--- config.mk ---
export PLATFORM = sky130hd
export DESIGN_NAME = http_header_tokenizer_core
export DESIGN_NICKNAME = d
export VERILOG_FILES = /design/src/design/htt_pkg.sv /design/src/design/htt_front.sv /design/src/design/htt_queue.sv /design/src/design/htt_back.sv /design/src/design/http_header_tokenizer_core.sv
export VERILOG_INCLUDE_DIRS = /design/src /design/src/design
export SDC_FILE = /design/constraint.sdc
export NUM_CORES = 1
export LEC_CHECK = 0
export CORE_UTILIZATION = 55
export DETAILED_ROUTE_END_ITERATION = 7
export DONT_BUFFER_PORTS = 1
export GPL_TIMING_DRIVEN = 0
export PLACE_DENSITY = 0.71
export SLEW_MARGIN = 20
export SYNTH_ARGS = -nofsm -noshare
export SYNTH_HDL_FRONTEND = slang
export SYNTH_HIERARCHICAL = 1
export SYNTH_SLANG_ARGS = --single-unit
--- constraint.sdc ---
create_clock -name clk -period 14.85 [get_ports clk]
set_clock_uncertainty 0.1 [all_clocks]
set_input_delay 2.97 -clock clk [delete_from_list [all_inputs] [get_ports clk]]
set_output_delay 2.97 -clock clk [all_outputs]
set_load 0.01 [all_outputs]
--- src/design/http_header_tokenizer_core_defines.svh ---
// assertion macros shared by the tokenizer modules
// expects clk and rst_n to be visible in the module that uses them
`ifndef HTTP_HEADER_TOKENIZER_CORE_DEFINES_SVH
`define HTTP_HEADER_TOKENIZER_CORE_DEFINES_SVH

// same-cycle implication, checked out of reset
`define HTT_ASSERT_IMP(label, ante, cons, msg) \
    label: assert property (@(posedge clk) disable iff (!rst_n) (ante) |-> (cons)) \
        else $error(msg);

// next-cycle implication, checked out of reset
`define HTT_ASSERT_NXT(label, ante, cons, msg) \
    label: assert property (@(posedge clk) disable iff (!rst_n) (ante) |=> (cons)) \
        else $error(msg);

`endif

--- src/design/htt_pkg.sv ---
// shared types and constants of the http header tokenizer
// no dependencies
package htt_pkg;

    localparam int MAX_MESSAGE_BYTES = 65536;
    localparam logic [15:0] MAX_OFFSET = 16'(MAX_MESSAGE_BYTES - 1);

    // result queue between parser and output stage
    localparam int QDEPTH = 4;
    localparam int QPTR_W = $clog2(QDEPTH);
    localparam int QCNT_W = $clog2(QDEPTH + 1);

    typedef enum logic [3:0] {
        TK_METHOD   = 4'd0,
        TK_URI      = 4'd1,
        TK_VERSION  = 4'd2,
        TK_STATUS   = 4'd3,
        TK_REASON   = 4'd4,
        TK_NAME     = 4'd5,
        TK_VALUE    = 4'd6,
        TK_ACC_REQ  = 4'd7,
        TK_ACC_RSP  = 4'd8,
        TK_REJECT   = 4'd9
    } token_kind_t;

    typedef enum logic [4:0] {
        PH_START,
        PH_METHOD,
        PH_SP_URI,
        PH_URI,
        PH_SP_VER,
        PH_VERSION,
        PH_START_LF,
        PH_SP_STATUS,
        PH_STATUS,
        PH_SP_REASON,
        PH_REASON,
        PH_NAME_START,
        PH_NAME,
        PH_VALUE_START,
        PH_VALUE,
        PH_LINE_LF,
        PH_HEAD_LF
    } phase_t;

    typedef struct packed {
        token_kind_t  kind;
        logic [15:0]  start;
        logic [15:0]  length;
    } result_t;

    // all results caused by one byte, cnt is 0 to 3; only bundles with cnt 1 to 3 are pushed
    typedef struct packed {
        result_t [2:0] res;
        logic [1:0]    cnt;
    } bundle_t;

    typedef struct packed {
        logic full;
        logic empty;
    } q_status_t;

    function automatic result_t mk_result(token_kind_t k, logic [15:0] s, logic [15:0] l);
        result_t r;
        r.kind   = k;
        r.start  = s;
        r.length = l;
        return r;
    endfunction

endpackage

--- src/design/htt_front.sv ---
// parser front end: accepts message bytes and turns each into a bundle of results
// depends on htt_pkg
module htt_front (
    input  logic               clk,
    input  logic               rst_n,
    input  logic               in_valid,
    output logic               in_ready,
    input  logic [7:0]         data_byte,
    input  logic               first_byte,
    input  logic               last_byte,
    input  logic               kind,
    input  htt_pkg::q_status_t q_status,
    output logic               push,
    output htt_pkg::bundle_t   bundle
);
    import htt_pkg::*;

    localparam logic [7:0] CH_SP    = 8'h20;
    localparam logic [7:0] CH_COLON = 8'h3A;
    localparam logic [7:0] CH_CR    = 8'h0D;
    localparam logic [7:0] CH_LF    = 8'h0A;
    localparam logic [7:0] CH_H     = 8'h48;
    localparam logic [7:0] CH_A     = 8'h41;
    localparam logic [7:0] CH_Z     = 8'h5A;
    localparam logic [7:0] CH_0     = 8'h30;
    localparam logic [7:0] CH_9     = 8'h39;
    localparam logic [7:0] VERSION_TEXT [8] = '{8'h48, 8'h54, 8'h54, 8'h50,
                                                 8'h2F, 8'h31, 8'h2E, 8'h31};

    phase_t      phase_reg, phase_next;
    logic        kind_reg, kind_next;
    logic [15:0] offset_reg, offset_next;
    logic [15:0] tok_begin_reg, tok_begin_next;
    logic [15:0] name_begin_reg, name_begin_next;
    logic [15:0] name_end_reg, name_end_next;
    logic [15:0] val_begin_reg, val_begin_next;
    logic [15:0] val_end_reg, val_end_next;
    logic [3:0]  vmc_reg, vmc_next;
    logic        vmm_reg, vmm_next;
    logic        finished_reg, finished_next;

    phase_t      cur_phase;
    logic        cur_kind;
    logic [15:0] off;
    logic [3:0]  cur_vmc;
    logic        cur_vmm;
    logic        take;
    logic        done;
    logic        extra_rej;
    logic [1:0]  pcnt;
    result_t     res0, res1;
    logic [3:0]  feed_vmc;
    logic        feed_vmm;
    logic        is_upper, is_digit, ver_ok;

    assign in_ready = !q_status.full;
    assign take     = in_valid && in_ready && (first_byte || !finished_reg);

    // a first byte restarts the parse from a clean context
    assign cur_phase = first_byte ? PH_START : phase_reg;
    assign cur_kind  = first_byte ? kind : kind_reg;
    assign off       = first_byte ? 16'd0 : offset_reg;
    assign cur_vmc   = first_byte ? 4'd0 : vmc_reg;
    assign cur_vmm   = first_byte ? 1'b0 : vmm_reg;

    assign is_upper = data_byte inside {[CH_A:CH_Z]};
    assign is_digit = data_byte inside {[CH_0:CH_9]};
    assign ver_ok   = !cur_vmm && (cur_vmc == 4'd8);

    // version prefix match, one byte further
    always_comb
    begin
        feed_vmc = cur_vmc;
        feed_vmm = cur_vmm;
        if (!cur_vmm && (cur_vmc < 4'd8))
        begin
            if (data_byte == VERSION_TEXT[cur_vmc[2:0]])
                feed_vmc = cur_vmc + 4'd1;
            else
                feed_vmm = 1'b1;
        end
    end

    always_ff @(posedge clk or negedge rst_n)
    begin
        if (!rst_n)
        begin
            phase_reg      <= PH_START;
            kind_reg       <= 1'b0;
            offset_reg     <= '0;
            tok_begin_reg  <= '0;
            name_begin_reg <= '0;
            name_end_reg   <= '0;
            val_begin_reg  <= '0;
            val_end_reg    <= '0;
            vmc_reg        <= '0;
            vmm_reg        <= 1'b0;
            finished_reg   <= 1'b1;
        end
        else if (take)
        begin
            phase_reg      <= phase_next;
            kind_reg       <= kind_next;
            offset_reg     <= offset_next;
            tok_begin_reg  <= tok_begin_next;
            name_begin_reg <= name_begin_next;
            name_end_reg   <= name_end_next;
            val_begin_reg  <= val_begin_next;
            val_end_reg    <= val_end_next;
            vmc_reg        <= vmc_next;
            vmm_reg        <= vmm_next;
            finished_reg   <= finished_next;
        end
    end

    always_comb
    begin
        phase_next      = cur_phase;
        kind_next       = cur_kind;
        offset_next     = off;
        tok_begin_next  = tok_begin_reg;
        name_begin_next = name_begin_reg;
        name_end_next   = name_end_reg;
        val_begin_next  = val_begin_reg;
        val_end_next    = val_end_reg;
        vmc_next        = cur_vmc;
        vmm_next        = cur_vmm;
        done            = 1'b0;
        pcnt            = 2'd0;
        res0            = mk_result(TK_REJECT, 16'd0, 16'd0);
        res1            = mk_result(TK_REJECT, 16'd0, 16'd0);

        case (cur_phase)
            PH_START:
            begin
                tok_begin_next = off;
                if (!cur_kind)
                begin
                    if (!is_upper)
                    begin
                        pcnt = 2'd1;
                        done = 1'b1;
                    end
                    else
                        phase_next = PH_METHOD;
                end
                else if (data_byte != CH_H)
                begin
                    pcnt = 2'd1;
                    done = 1'b1;
                end
                else
                begin
                    vmc_next   = 4'd1;
                    vmm_next   = 1'b0;
                    phase_next = PH_VERSION;
                end
            end
            PH_METHOD:
            begin
                if (data_byte == CH_SP)
                begin
                    res0       = mk_result(TK_METHOD, tok_begin_reg, off - tok_begin_reg);
                    pcnt       = 2'd1;
                    phase_next = PH_SP_URI;
                end
                else if (!is_upper)
                begin
                    pcnt = 2'd1;
                    done = 1'b1;
                end
            end
            PH_SP_URI:
            begin
                tok_begin_next = off;
                phase_next     = PH_URI;
            end
            PH_URI:
            begin
                if (data_byte == CH_SP)
                begin
                    res0       = mk_result(TK_URI, tok_begin_reg, off - tok_begin_reg);
                    pcnt       = 2'd1;
                    phase_next = PH_SP_VER;
                end
            end
            PH_SP_VER:
            begin
                tok_begin_next = off;
                vmc_next       = (data_byte == CH_H) ? 4'd1 : 4'd0;
                vmm_next       = (data_byte != CH_H);
                phase_next     = PH_VERSION;
            end
            PH_VERSION:
            begin
                if ((!cur_kind && data_byte == CH_CR) || (cur_kind && data_byte == CH_SP))
                begin
                    pcnt = 2'd1;
                    if (!ver_ok)
                        done = 1'b1;
                    else
                    begin
                        res0 = mk_result(TK_VERSION, tok_begin_reg, off - tok_begin_reg);
                        phase_next = cur_kind ? PH_SP_STATUS : PH_START_LF;
                    end
                end
                else
                begin
                    vmc_next = feed_vmc;
                    vmm_next = feed_vmm;
                end
            end
            PH_START_LF:
            begin
                if (data_byte != CH_LF)
                begin
                    pcnt = 2'd1;
                    done = 1'b1;
                end
                else
                    phase_next = PH_NAME_START;
            end
            PH_SP_STATUS:
            begin
                if (!is_digit)
                begin
                    pcnt = 2'd1;
                    done = 1'b1;
                end
                else
                begin
                    tok_begin_next = off;
                    phase_next     = PH_STATUS;
                end
            end
            PH_STATUS:
            begin
                if (data_byte == CH_SP)
                begin
                    res0       = mk_result(TK_STATUS, tok_begin_reg, off - tok_begin_reg);
                    pcnt       = 2'd1;
                    phase_next = PH_SP_REASON;
                end
                else if (!is_digit)
                begin
                    pcnt = 2'd1;
                    done = 1'b1;
                end
            end
            PH_SP_REASON:
            begin
                tok_begin_next = off;
                if (data_byte == CH_CR)
                begin
                    // empty reason
                    res0       = mk_result(TK_REASON, off, 16'd0);
                    pcnt       = 2'd1;
                    phase_next = PH_START_LF;
                end
                else
                    phase_next = PH_REASON;
            end
            PH_REASON:
            begin
                if (data_byte == CH_CR)
                begin
                    res0       = mk_result(TK_REASON, tok_begin_reg, off - tok_begin_reg);
                    pcnt       = 2'd1;
                    phase_next = PH_START_LF;
                end
            end
            PH_NAME_START:
            begin
                if (data_byte == CH_COLON)
                begin
                    pcnt = 2'd1;
                    done = 1'b1;
                end
                else if (data_byte == CH_CR)
                    phase_next = PH_HEAD_LF;
                else if (data_byte != CH_SP)
                begin
                    name_begin_next = off;
                    name_end_next   = off;
                    phase_next      = PH_NAME;
                end
            end
            PH_NAME:
            begin
                if (data_byte == CH_COLON)
                    phase_next = PH_VALUE_START;
                else if (data_byte != CH_SP)
                    name_end_next = off;
            end
            PH_VALUE_START:
            begin
                if (data_byte != CH_SP)
                begin
                    val_begin_next = off;
                    val_end_next   = off;
                    phase_next     = (data_byte == CH_CR) ? PH_LINE_LF : PH_VALUE;
                end
            end
            PH_VALUE:
            begin
                if (data_byte != CH_SP)
                    val_end_next = off;
                if (data_byte == CH_CR)
                    phase_next = PH_LINE_LF;
            end
            PH_LINE_LF:
            begin
                if (data_byte != CH_LF)
                begin
                    pcnt = 2'd1;
                    done = 1'b1;
                end
                else
                begin
                    res0 = mk_result(TK_NAME, name_begin_reg,
                                     name_end_reg - name_begin_reg + 16'd1);
                    res1 = mk_result(TK_VALUE, val_begin_reg, val_end_reg - val_begin_reg);
                    pcnt       = 2'd2;
                    phase_next = PH_NAME_START;
                end
            end
            PH_HEAD_LF:
            begin
                pcnt = 2'd1;
                done = 1'b1;
                if (data_byte == CH_LF)
                    res0 = mk_result(cur_kind ? TK_ACC_RSP : TK_ACC_REQ, 16'd0, 16'd0);
            end
            default:
            begin
                pcnt = 2'd1;
                done = 1'b1;
            end
        endcase

        // early end of the stream or of the offset range
        extra_rej = !done && (last_byte || (off == MAX_OFFSET));
        if (!done && !extra_rej)
            offset_next = off + 16'd1;
        finished_next = done || extra_rej;
    end

    always_comb
    begin
        bundle.res[0] = res0;
        bundle.res[1] = res1;
        bundle.res[2] = mk_result(TK_REJECT, 16'd0, 16'd0);
        if (extra_rej)
            bundle.res[pcnt] = mk_result(TK_REJECT, 16'd0, 16'd0);
        bundle.cnt = pcnt + {1'b0, extra_rej};
    end

    assign push = take && (bundle.cnt != 2'd0);

endmodule

--- src/design/htt_queue.sv ---
// short bundle queue between parser front end and output stage
// depends on htt_pkg and the assertion macro header
`include "http_header_tokenizer_core_defines.svh"
module htt_queue (
    input  logic               clk,
    input  logic               rst_n,
    input  logic               push,
    input  htt_pkg::bundle_t   wr_bundle,
    input  logic               pop,
    output htt_pkg::bundle_t   rd_bundle,
    output htt_pkg::q_status_t status
);
    import htt_pkg::*;

    bundle_t            slots [QDEPTH];
    logic [QPTR_W-1:0]  wr_ptr_reg, wr_ptr_next;
    logic [QPTR_W-1:0]  rd_ptr_reg, rd_ptr_next;
    logic [QCNT_W-1:0]  count_reg, count_next;

    assign status.full  = (count_reg == QCNT_W'(QDEPTH));
    assign status.empty = (count_reg == '0);
    assign rd_bundle    = slots[rd_ptr_reg];

    always_comb
    begin
        wr_ptr_next = wr_ptr_reg;
        rd_ptr_next = rd_ptr_reg;
        count_next  = count_reg;
        if (push)
            wr_ptr_next = (wr_ptr_reg == QPTR_W'(QDEPTH - 1)) ? '0 : wr_ptr_reg + 1'b1;
        if (pop)
            rd_ptr_next = (rd_ptr_reg == QPTR_W'(QDEPTH - 1)) ? '0 : rd_ptr_reg + 1'b1;
        if (push && !pop)
            count_next = count_reg + 1'b1;
        else if (pop && !push)
            count_next = count_reg - 1'b1;
    end

    always_ff @(posedge clk or negedge rst_n)
    begin
        if (!rst_n)
        begin
            wr_ptr_reg <= '0;
            rd_ptr_reg <= '0;
            count_reg  <= '0;
        end
        else
        begin
            wr_ptr_reg <= wr_ptr_next;
            rd_ptr_reg <= rd_ptr_next;
            count_reg  <= count_next;
        end
    end

    always_ff @(posedge clk)
    begin
        if (push)
            slots[wr_ptr_reg] <= wr_bundle;
    end

    `HTT_ASSERT_IMP(a_q_count_bound, 1'b1, count_reg <= QCNT_W'(QDEPTH), "queue count overrun")
    `HTT_ASSERT_IMP(a_q_no_overflow, push, !status.full || pop, "push into full queue")
    `HTT_ASSERT_IMP(a_q_no_underflow, pop, !status.empty, "pop from empty queue")

endmodule

--- src/design/htt_back.sv ---
// output stage: walks each queued bundle one result per transaction
// depends on htt_pkg and the assertion macro header
`include "http_header_tokenizer_core_defines.svh"
module htt_back (
    input  logic               clk,
    input  logic               rst_n,
    input  htt_pkg::bundle_t   head,
    input  htt_pkg::q_status_t q_status,
    output logic               pop,
    output logic               out_valid,
    input  logic               out_ready,
    output logic [3:0]         token_kind,
    output logic [15:0]        span_start,
    output logic [15:0]        span_length,
    output logic               last_of_run
);
    import htt_pkg::*;

    logic [1:0]  idx_reg, idx_next;
    logic        valid_reg, valid_next;
    result_t     res_reg;
    logic        last_reg;
    logic        load;
    logic        at_last;

    assign load    = !q_status.empty && (!valid_reg || out_ready);
    assign at_last = (idx_reg == head.cnt - 2'd1);
    assign pop     = load && at_last;

    always_comb
    begin
        idx_next   = idx_reg;
        valid_next = valid_reg;
        if (load)
        begin
            valid_next = 1'b1;
            idx_next   = at_last ? 2'd0 : idx_reg + 2'd1;
        end
        else if (out_ready)
            valid_next = 1'b0;
    end

    always_ff @(posedge clk or negedge rst_n)
    begin
        if (!rst_n)
        begin
            idx_reg   <= '0;
            valid_reg <= 1'b0;
        end
        else
        begin
            idx_reg   <= idx_next;
            valid_reg <= valid_next;
        end
    end

    always_ff @(posedge clk)
    begin
        if (load)
        begin
            res_reg  <= head.res[idx_reg];
            last_reg <= at_last;
        end
    end

    assign out_valid   = valid_reg;
    assign token_kind  = res_reg.kind;
    assign span_start  = res_reg.start;
    assign span_length = res_reg.length;
    assign last_of_run = last_reg;

    `HTT_ASSERT_IMP(a_back_idx_idle, q_status.empty, idx_reg == 2'd0, "stale result index")
    `HTT_ASSERT_NXT(a_back_load_shows, load, valid_reg, "loaded result not presented")

endmodule

--- src/design/http_header_tokenizer_core.sv ---
// top level of the http/1.1 header tokenizer
// depends on htt_pkg, htt_front, htt_queue and htt_back
// usage:
//   slave side takes one message byte per transaction: s_tdata is the byte,
//   s_tuser[0] flags the first byte of a message (restarts the parse),
//   s_tuser[1] gives the message kind on that first byte (0 request,
//   1 response), s_tlast flags the last byte that is available.
//   master side gives token spans and verdicts: m_tuser is the token kind,
//   m_tdata holds span start (low half) and span length (high half),
//   m_tlast marks the last result caused by one input byte.
// throughput: one byte per cycle while s_tready is high. a byte that ends a
//   header line gives two results, and the output register drains one result
//   per cycle while m_tready is high, so the four-bundle queue absorbs the
//   extra results of those bytes.
// path: the bundle enters the queue when the byte's transaction completes; the
//   output register then loads it from the queue and m_tvalid rises.
// stall: when m_tready is low the output register holds its transaction,
//   the queue fills, and s_tready drops once all four queue slots are taken.
// reset: the parser goes idle and ignores bytes until a first-byte flag; the
//   queue and output register are emptied.
module http_header_tokenizer_core (
    input  logic        clk,
    input  logic        rst_n,
    input  logic        s_tvalid,
    output logic        s_tready,
    input  logic [7:0]  s_tdata,   // [7:0] data_byte
    input  logic [1:0]  s_tuser,   // [0] first_byte, [1] kind
    input  logic        s_tlast,
    output logic        m_tvalid,
    input  logic        m_tready,
    output logic [31:0] m_tdata,   // [15:0] span_start, [31:16] span_length
    output logic [3:0]  m_tuser,   // [3:0] token_kind
    output logic        m_tlast
);
    import htt_pkg::*;

    bundle_t     wr_bundle;
    bundle_t     rd_bundle;
    q_status_t   q_status;
    logic        push;
    logic        pop;
    logic [15:0] span_start;
    logic [15:0] span_length;

    // parse one byte per cycle, while the queue has room, into a bundle of results
    htt_front u_front (
        .clk        (clk),
        .rst_n      (rst_n),
        .in_valid   (s_tvalid),
        .in_ready   (s_tready),
        .data_byte  (s_tdata),
        .first_byte (s_tuser[0]),
        .last_byte  (s_tlast),
        .kind       (s_tuser[1]),
        .q_status   (q_status),
        .push       (push),
        .bundle     (wr_bundle)
    );

    // decouples parser from output stalls
    htt_queue u_queue (
        .clk       (clk),
        .rst_n     (rst_n),
        .push      (push),
        .wr_bundle (wr_bundle),
        .pop       (pop),
        .rd_bundle (rd_bundle),
        .status    (q_status)
    );

    // one result per master transaction
    htt_back u_back (
        .clk         (clk),
        .rst_n       (rst_n),
        .head        (rd_bundle),
        .q_status    (q_status),
        .pop         (pop),
        .out_valid   (m_tvalid),
        .out_ready   (m_tready),
        .token_kind  (m_tuser),
        .span_start  (span_start),
        .span_length (span_length),
        .last_of_run (m_tlast)
    );

    assign m_tdata = {span_length, span_start};

endmodule
==> results of run 1 <==
worst paths after layout:
check	endpoint	slack, ns
min in group asynchronous	u_front/offset_reg[6]	1.96
worst max register to register	u_queue/slots[3][24]	9.12
worst min register to register	u_front/val_end_reg[0]	0.38
worst max-delay path	u_queue/slots[3][24]	7.17
max in group asynchronous	u_front/finished_reg	12.50
worst min-delay path	u_front/val_end_reg[0]	0.38
tightest hold or removal path, cell delays in order (launching register included):
cell and delay (ns):
dfrtp_1 0.34, nand2_1 0.04, o21ai_0 0.06
where the power goes:
| part | internal, uW | switching [uW] | leakage, uW |
|---|---|---|---|
| clock | 851 | 614 | 0.000932 |
| combinational | 559 | 689 | 0.00383 |
| sequential | 2030 | 84.4 | 0.00617 |
cell families (layout without fill, tap and decap cells):
group / count (synthesis) / in the layout / synth area share
AND/OR/NAND/NOR: 497 / 497 / 0.0848
adder cells (fa/ha/maj): 66 / 66 / 0.0308
XOR/XNOR: 58 / 58 / 0.0189
multiplexers: 159 / 159 / 0.109
flip-flops: 595 / 595 / 0.634
buffers and inverters: 211 / 332 / 0.0432
AO/OA/AOI/OAI: 353 / 353 / 0.0794
other: 2 / 36 / 0.000275
area by class of cell:
type	count	area (um^2)	share of cell area
clock inverter	32	300	0.00988
inverter	71	268	0.00881
sequential	595	17300	0.568
multi-input combinational	1169	8960	0.295
buffer	140	910	0.0299
timing repair buffer	9	233	0.00766
clock buffer	80	1620	0.0532
tap	664	831	0.0273
through the flow:
stage	std cells	total power, uW
3_5_place_dp	2648	3410
3_3_place_gp	2639	3390
4_1_cts	2760	4880
5_1_grt	2760	5030
6_report	2760	4830
2_1_floorplan	1975	3050
cells in the mapped netlist, types with 4 or more instances:
library cell    n
nor2b_1        25
inv_1          70
and2_1         14
a21boi_0        6
a21oi_1        42
nor4_1          7
a31oi_1        16
o21ai_0       178
o21a_1          4
xor2_1         24
nand2_1       226
or2_2           4
o221ai_1       17
mux2i_1        45
nand4_1        12
edfxtp_1      477
a22oi_1         4
ha_1           60
o211ai_1        4
nor3_1         24
o22ai_1        19
buf_1           7
or3_1           5
and3_1          7
nand2b_1       19
o31ai_1         5
mux4_2        110
nand3_1        21
a211oi_1        5
o21bai_1        5
xnor2_1        33
mux2_2          4
buf_12          8
buf_2          26
nor2_1        109
dfrtp_1       117
buf_4          42
clkbuf_1       49
a21o_1          7
buf_6           5
layer usage:
layer  routed length, um  vias to the layer above
li1                    -                     7471
met1               27300                     8385
met2               30800                      540
met3                4090                       87
met4                1630                        0
met5                   0                        -
==> results.md, run 1 <==
- The run finished with clean final reports.
- The areal power density over the cells is 159 mW/mm^2.
- The category of the most critical setup path is in -> reg.
- Walking the worst path, the cells encountered are nor2b_1 > and4_1 > nand4_1 > nor4_1 > a21oi_1 > nor4b_1 > ha_1 > xor2_1 > nor2_1 > nor2_1 > and2_4 > buf_12 > buf_16.
- The worst hold path passes through 2 cells.
- STA classifies the critical path endpoint as a register.
- The worst stage delay on the critical path is 0.76 ns.
- The cell at the root of the clock tree is clkbuf_16.
- Entering global routing, the biggest net connects 119 pins.
- The Yosys warning count is 6.
- The number of hold buffers added after CTS was 0.
- The fraction of the yosys area taken by sequential cells is 0.634.
- Buffers inserted during clock tree synthesis total 60.
- The path depth of the worst reg2reg path is 13.
- The antenna diode count is 0.
- In this design, the largest share of critical-path delay is due to simple AND/OR/NAND/NOR gates.
- The fraction of the cycle the final worst path needs is 0.517.
- At the pin with the least slew margin, the transition time is 1.12 ns.
- For this design, the slowest cell found on the critical path is nor4b_1.
- The required time of the critical path is 15.04 ns.
- After synthesis, the mean cell area works out to 14.0 um^2.
- The fraction of layout instances using a drive strength above 1 is 0.154.
- Static timing analysis puts the maximum clock frequency at 130 MHz.
- The headroom to the max-slew limit is 0.243.
- The die height is 225 um.
- The largest register by flop count is u_queue/slots.
- The standard cell core area is 0.0490 mm^2.
- For this run, the total global-route usage over all layers was measured as 0.260.
- The signed area change from the synthesized netlist to the final layout is 11.5%.
- The buffer levels on the longest clock path is 3.
- The critical path startpoint is s_tuser[0].
- In the layout the commonest cells are edfxtp_1 (477), nand2_1 (226), o21ai_0 (178).
- In this run the most used layer during global routing was met2.
- In this run the most critical hold path is launched from u_front/val_end_reg[0].
- The final core utilization is 0.621.
- The number of max-slew violations in the final report is 0.
- The floorplan has 81 rows.
- Global routing finished with a remaining overflow of 0.
- The register with the most flip-flops in the layout has 440 of them.
- The first detailed-routing pass ran for 5 iterations.
- The count of endpoints failing hold in the final timing report is 0.
- The fill cell instance count of the final layout is 3600.
- The worst hold margin is 0.378 ns.
- In this run the remaining antenna-violating nets after routing total 0.
- The die area is 0.0505 mm^2.
- The CTS tree is yes.
- The clock latency on the worst-skew pair is 0.61 ns.
- Post-CTS timing repair inserted 0 buffers for setup.
- The number of remaining DRC errors is 0.
- The worst setup slack after layout is 7.17 ns.
- Synthesis handed over a netlist of 1941 instances.
- The number of DRC markers after the initial detailed-route iteration is 1618.
- edfxtp_1 takes more of the synthesized area than any other cell.
- The cell repeated most along the worst path is nor2_1.
- The leakage component of the power is 0.0109 uW.
- The arrival time of the worst setup path is 7.87 ns.
- The synthesized flop and latch total is 595.
- The netlist area before placement is 0.0273 mm^2.
- In this run the horizontal extent of the chip is 225 um.
- The startpoint identified for the worst register-to-register timing path is u_front/offset_reg[0].
- By area the synthesized netlist is led by edfxtp_1 (53%), dfrtp_1 (11%), mux4_2 (9.1%), o21ai_0 (3.3%), nand2_1 (3.1%).
- For this configuration, the core starts out at a cell density of 0.557.
- Counting distinct cell types in the post-synthesis netlist gives 91.
- The placed instance area is 0.0285 mm^2.
- The wire length reported by the detailed router is 63.8 mm.
- The number of buffers and inverters on the critical path is 2.
- The final count of negative-setup-slack endpoints is 0.
- Input and output buffers added on the ports amount to 0.
- Before CTS, the worst setup slack after placement is 6.61 ns.
- For met1 alone, demand over resource in global routing was 0.363.
- Counting buffers and inverters, the worst setup path is 13 cells deep.
- The net count of the finished layout is 2124.
- The final estimated routing congestion in global placement is 0.922.
- Summed over all nets, the half-perimeter wirelength after detailed placement is 44.1 mm.
- Setup repair after global routing left no endpoint under its margin.
- In this run the count of I/O pins placed on the die edge is 54.
- In the global route stage, met3 resource usage came out at 0.0415.
- The routed design could run at a clock period as short as 7.68 ns.
- Along the worst path, the maximum fanout reaches 42.
- In the global route stage, met2 resource usage came out at 0.424.
- The leading cell type in the layout, fill and taps excluded is edfxtp_1.
- The maximum level of the CTS H-tree is 2.
- The worst ir drop on vdd is 85.0 uV.
- The via count normalized by instance count is 5.97.
- In the synthesized netlist the dominant register cell turns out to be edfxtp_1.
- The class of the tightest hold or removal check is reg -> reg.
- The number of enable flip-flop cells after synthesis is 477.
- Gates resized during post-CTS repair numbered 0.
- The post-route cell area is 0.0304 mm^2.
- The wire length of the first global-routing pass is 98.0 mm.
- The count of vias placed by the detailed router is 16483.
- The clock net sink count is 595.
- The fraction of post-synthesis cell area in the top cell type by area is 0.525.
- Setup total negative slack on the finished layout was measured at 0 ns.
- The fraction of registers with async set/reset is 0.198.
- The clock edge transition at the registers on the reported setup and hold paths is 0.06 ns.
- The number of global-route vias before repair is 16351.
- The tool flagged a number of max-cap violations equal to 0.
- The worst setup path is launched from an input port.
- The wire length per cell is 23.1 um.
- The initial antenna violation count came to 2.
(Power assumes the default switching activity.)
==> inputs of run 2 (changes only) <==
--- a/config.mk
+++ b/config.mk
@@ -10,7 +10,7 @@
 export DETAILED_ROUTE_END_ITERATION = 7
 export DONT_BUFFER_PORTS = 1
 export GPL_TIMING_DRIVEN = 0
-export PLACE_DENSITY = 0.71
+export PLACE_DENSITY = 0.74
 export SLEW_MARGIN = 20
 export SYNTH_ARGS = -nofsm -noshare
 export SYNTH_HDL_FRONTEND = slang
==> constraint.sdc (replaced) <==
create_clock -name clk -period 6.16 [get_ports clk]
set_clock_uncertainty 0.1 [all_clocks]
set_input_delay 1.232 -clock clk [delete_from_list [all_inputs] [get_ports clk]]
set_output_delay 1.232 -clock clk [all_outputs]
set_load 0.01 [all_outputs]
==> results.md, run 2 (synthesis results as in run 1) <==
- The worst stage delay on the critical path was 0.61 ns (-0.15 ns).
- The met2 routed wirelength came to 32.3 mm (+4.9%).
- The number of max-slew violations in the final report is 0 (unchanged).
- The number of buffers inserted by port buffering is 0 (unchanged).
- The detailed router used layers up to and including met4.
- The signed area change from the synthesized netlist to the final layout is 11.4% (about the same).
- The worst register-to-register path begins at u_front/offset_reg[3].
- The flip-flop count of the largest register, all copies and words added is 440 (unchanged).
- The tree is rooted in a clkbuf_16.
- TritonCTS built the clock tree.
- The number of buffers and inverters on the critical path is 5 (+3).
- The via count normalized by instance count is 6.00 (+0.50%).
- The flow ran to the end, and the final reports show no timing, DRC or antenna violations.
- STA classifies the critical path startpoint as an input port.
- The standard cell core area came to 0.0490 mm^2 (unchanged).
- The die area is 0.0505 mm^2 (unchanged).
- The number of global-route vias before repair was 16603 (+1.5%).
- The leakage component of the power came to 0.0109 uW (-0.21%).
- The fraction of layout instances using a drive strength above 1 was 0.153 (-0.000954).
- The category of the worst setup path capture point is a register.
- The overall die width came to 225 um (unchanged).
- The worst-margin pin slew was 1.13 ns (+0.00383 ns).
- The die height is 225 um (unchanged).
- The final count of negative-setup-slack endpoints is 0 (unchanged).
- The required time of the critical path is 6.34 ns (-8.70 ns).
- The total CTS buffers is 59 (-1.7%).
- The routed length on met1 was 27.2 mm (-0.72%).
- The maximum achievable frequency is 183 MHz.
- For the finished layout, the period the worst path requires is 5.45 ns.
- The headroom to the max-slew limit is 0.240 (-0.00258).
- The largest net degree at the start of global routing is 119 (unchanged).
- The buffer levels on the longest clock path was 3 (unchanged).
- The clock net sink count is 595 (unchanged).
- The register-to-register setup slack was 0.96 ns (-8.16 ns).
- The path depth of the worst reg2reg path is 12 (-1).
- The fraction of the cycle the final worst path needs is 0.885.
- The overall routing resource usage is 0.265 (+0.00476).
- The number of remaining DRC errors is 0 (unchanged).
- The wire length reported by the detailed router came to 65.0 mm (+1.8%).
- The routed length on met3 is 3.88 mm (-5.2%).
- The wire length of the first global-routing pass came to 99.7 mm (+1.7%).
- Setup repair after global routing left no endpoint under its margin.
- The arrival time of the worst setup path is 5.63 ns (-2.24 ns).
- The standard-cell row count is 81 (unchanged).
- The count of hold buffers inserted by post-cts repair is 0 (unchanged).
- The effective utilization at floorplan is 0.557 (unchanged).
- The end of the worst register-to-register path is u_queue/slots[3][93].
- The critical-path maximum fanout was 45 (+7.1%).
- The count of endpoints failing hold in the final timing report was 0 (unchanged).
- The leading cell type in the layout, fill and taps excluded is edfxtp_1.
- The leftover overflow at the end of global routing was 0 (unchanged).
- The wire length per cell is 23.5 um (+1.8%).
- The total setup buffers inserted after CTS is 0 (unchanged).
- The category of the most critical setup path is in -> reg.
- The total I/O pin count is 54 (unchanged).
- The number of gates resized after CTS was 0 (unchanged).
- The count of max-cap constraint violations is 0 (unchanged).
- The worst hold margin is 0.210 ns (-0.167 ns).
- On the critical path the largest part of the delay comes from simple AND/OR/NAND/NOR gates.
- The initial antenna violation count is 0 (-2).
- The areal power density over the cells is 383 mW/mm^2 (+140%).
- The half-perimeter wire length after placement is 44.5 mm (+0.94%).
- On the critical path, the stage with the largest delay is an instance of nor4b_1.
- The class of the tightest hold or removal check is in -> async.
- The antenna diode count is 0 (unchanged).
- The number of DRC markers after the initial detailed-route iteration was 1540 (-4.8%).
- The count of vias placed by the detailed router is 16565 (+0.50%).
- The worst slack after detailed placement is 0.0676 ns (-6.54 ns).
- In the layout the commonest cells are edfxtp_1 (477), nand2_1 (226), o21ai_0 (178).
- The clock latency on the worst-skew pair was 0.62 ns (about the same).
- The clock edge transition at the registers on the reported setup and hold paths came to 0.06 ns (about the same).
- The worst setup slack after layout is 0.708 ns (-6.46 ns).
- The number of iterations in the first detailed-routing pass is 6 (+1).
- The worst ir drop on vdd is 245 uV (+190%).
- The net count of the finished layout was 2123 (-0.047%).
- The final estimated routing congestion in global placement was 0.882 (-4.3%).
- The maximum level of the CTS H-tree is 2 (unchanged).
- The largest register by flop count is u_queue/slots.
- The remaining antenna violation count is 0 (unchanged).
- The critical path goes through buf_6 > clkinv_2 > buf_6 > clkbuf_1 > nand2_1 > ha_1 > nand3_1 > nand3_1 > nor4b_1 > ha_1 > xor2_1 > nor2_1 > nor2_1 > and2_4 > buf_16.
-- run 2: final cells by class --
cell class | count | area (um^2)
fillers | 3612 | 18600
flip-flops and latches | 595 | 17300
multi-input cells | 1169 | 8960
clock buffers | 82 | 1640
plain buffers | 140 | 910
well taps | 664 | 831
inverters | 71 | 268
clock inverters | 30 | 249
repair buffers | 9 | 240
-- run 2: how the worst max path moves through the flow --
stage,from,end,slack (ns),depth (start not counted)
finish,s_tuser[0],u_queue/slots[3][93],0.71,15
global route,s_tuser[0],u_queue/slots[3][18],0.35,12
CTS,s_tuser[0],u_queue/slots[3][24],0.68,15
detailed placement,s_tuser[0],u_queue/slots[3][24],0.07,12
global placement,s_tuser[0],u_queue/slots[3][94],-1.57,10
floorplan,s_tuser[0],u_queue/slots[3][0],0.61,11
-- run 2: per-layer routing --
| layer | track usage | vias to the layer above |
|---|---|---|
| li1 | - | 7455 |
| met1 | 0.362 | 8415 |
| met2 | 0.446 | 592 |
| met3 | 0.0364 | 103 |
| met4 | 0.0746 | 0 |
| met5 | 0 | - |
-- run 2: where the power goes --
part / leakage (uW) / internal [uW] / switching, uW
sequential: 0.00617 / 4900 / 210
clock: 0.000903 / 1980 / 1490
combinational: 0.00383 / 1350 / 1700
total: 0.0109 / 8230 / 3400
-- run 2: through the flow --
stage / area, um^2 / setup TNS, ns / std cells / power [uW] / util
finish: 30400 / 0 / 2760 / 11600 / 0.620
global route: 30400 / 0 / 2760 / 12100 / 0.620
CTS: 30400 / 0 / 2760 / 11700 / 0.620
detailed placement: 28500 / 0 / 2648 / 8230 / 0.582
floorplan: 27400 / 0 / 1975 / 7320 / -
global placement: 28200 / -666.80 / 2639 / 8140 / 0.577
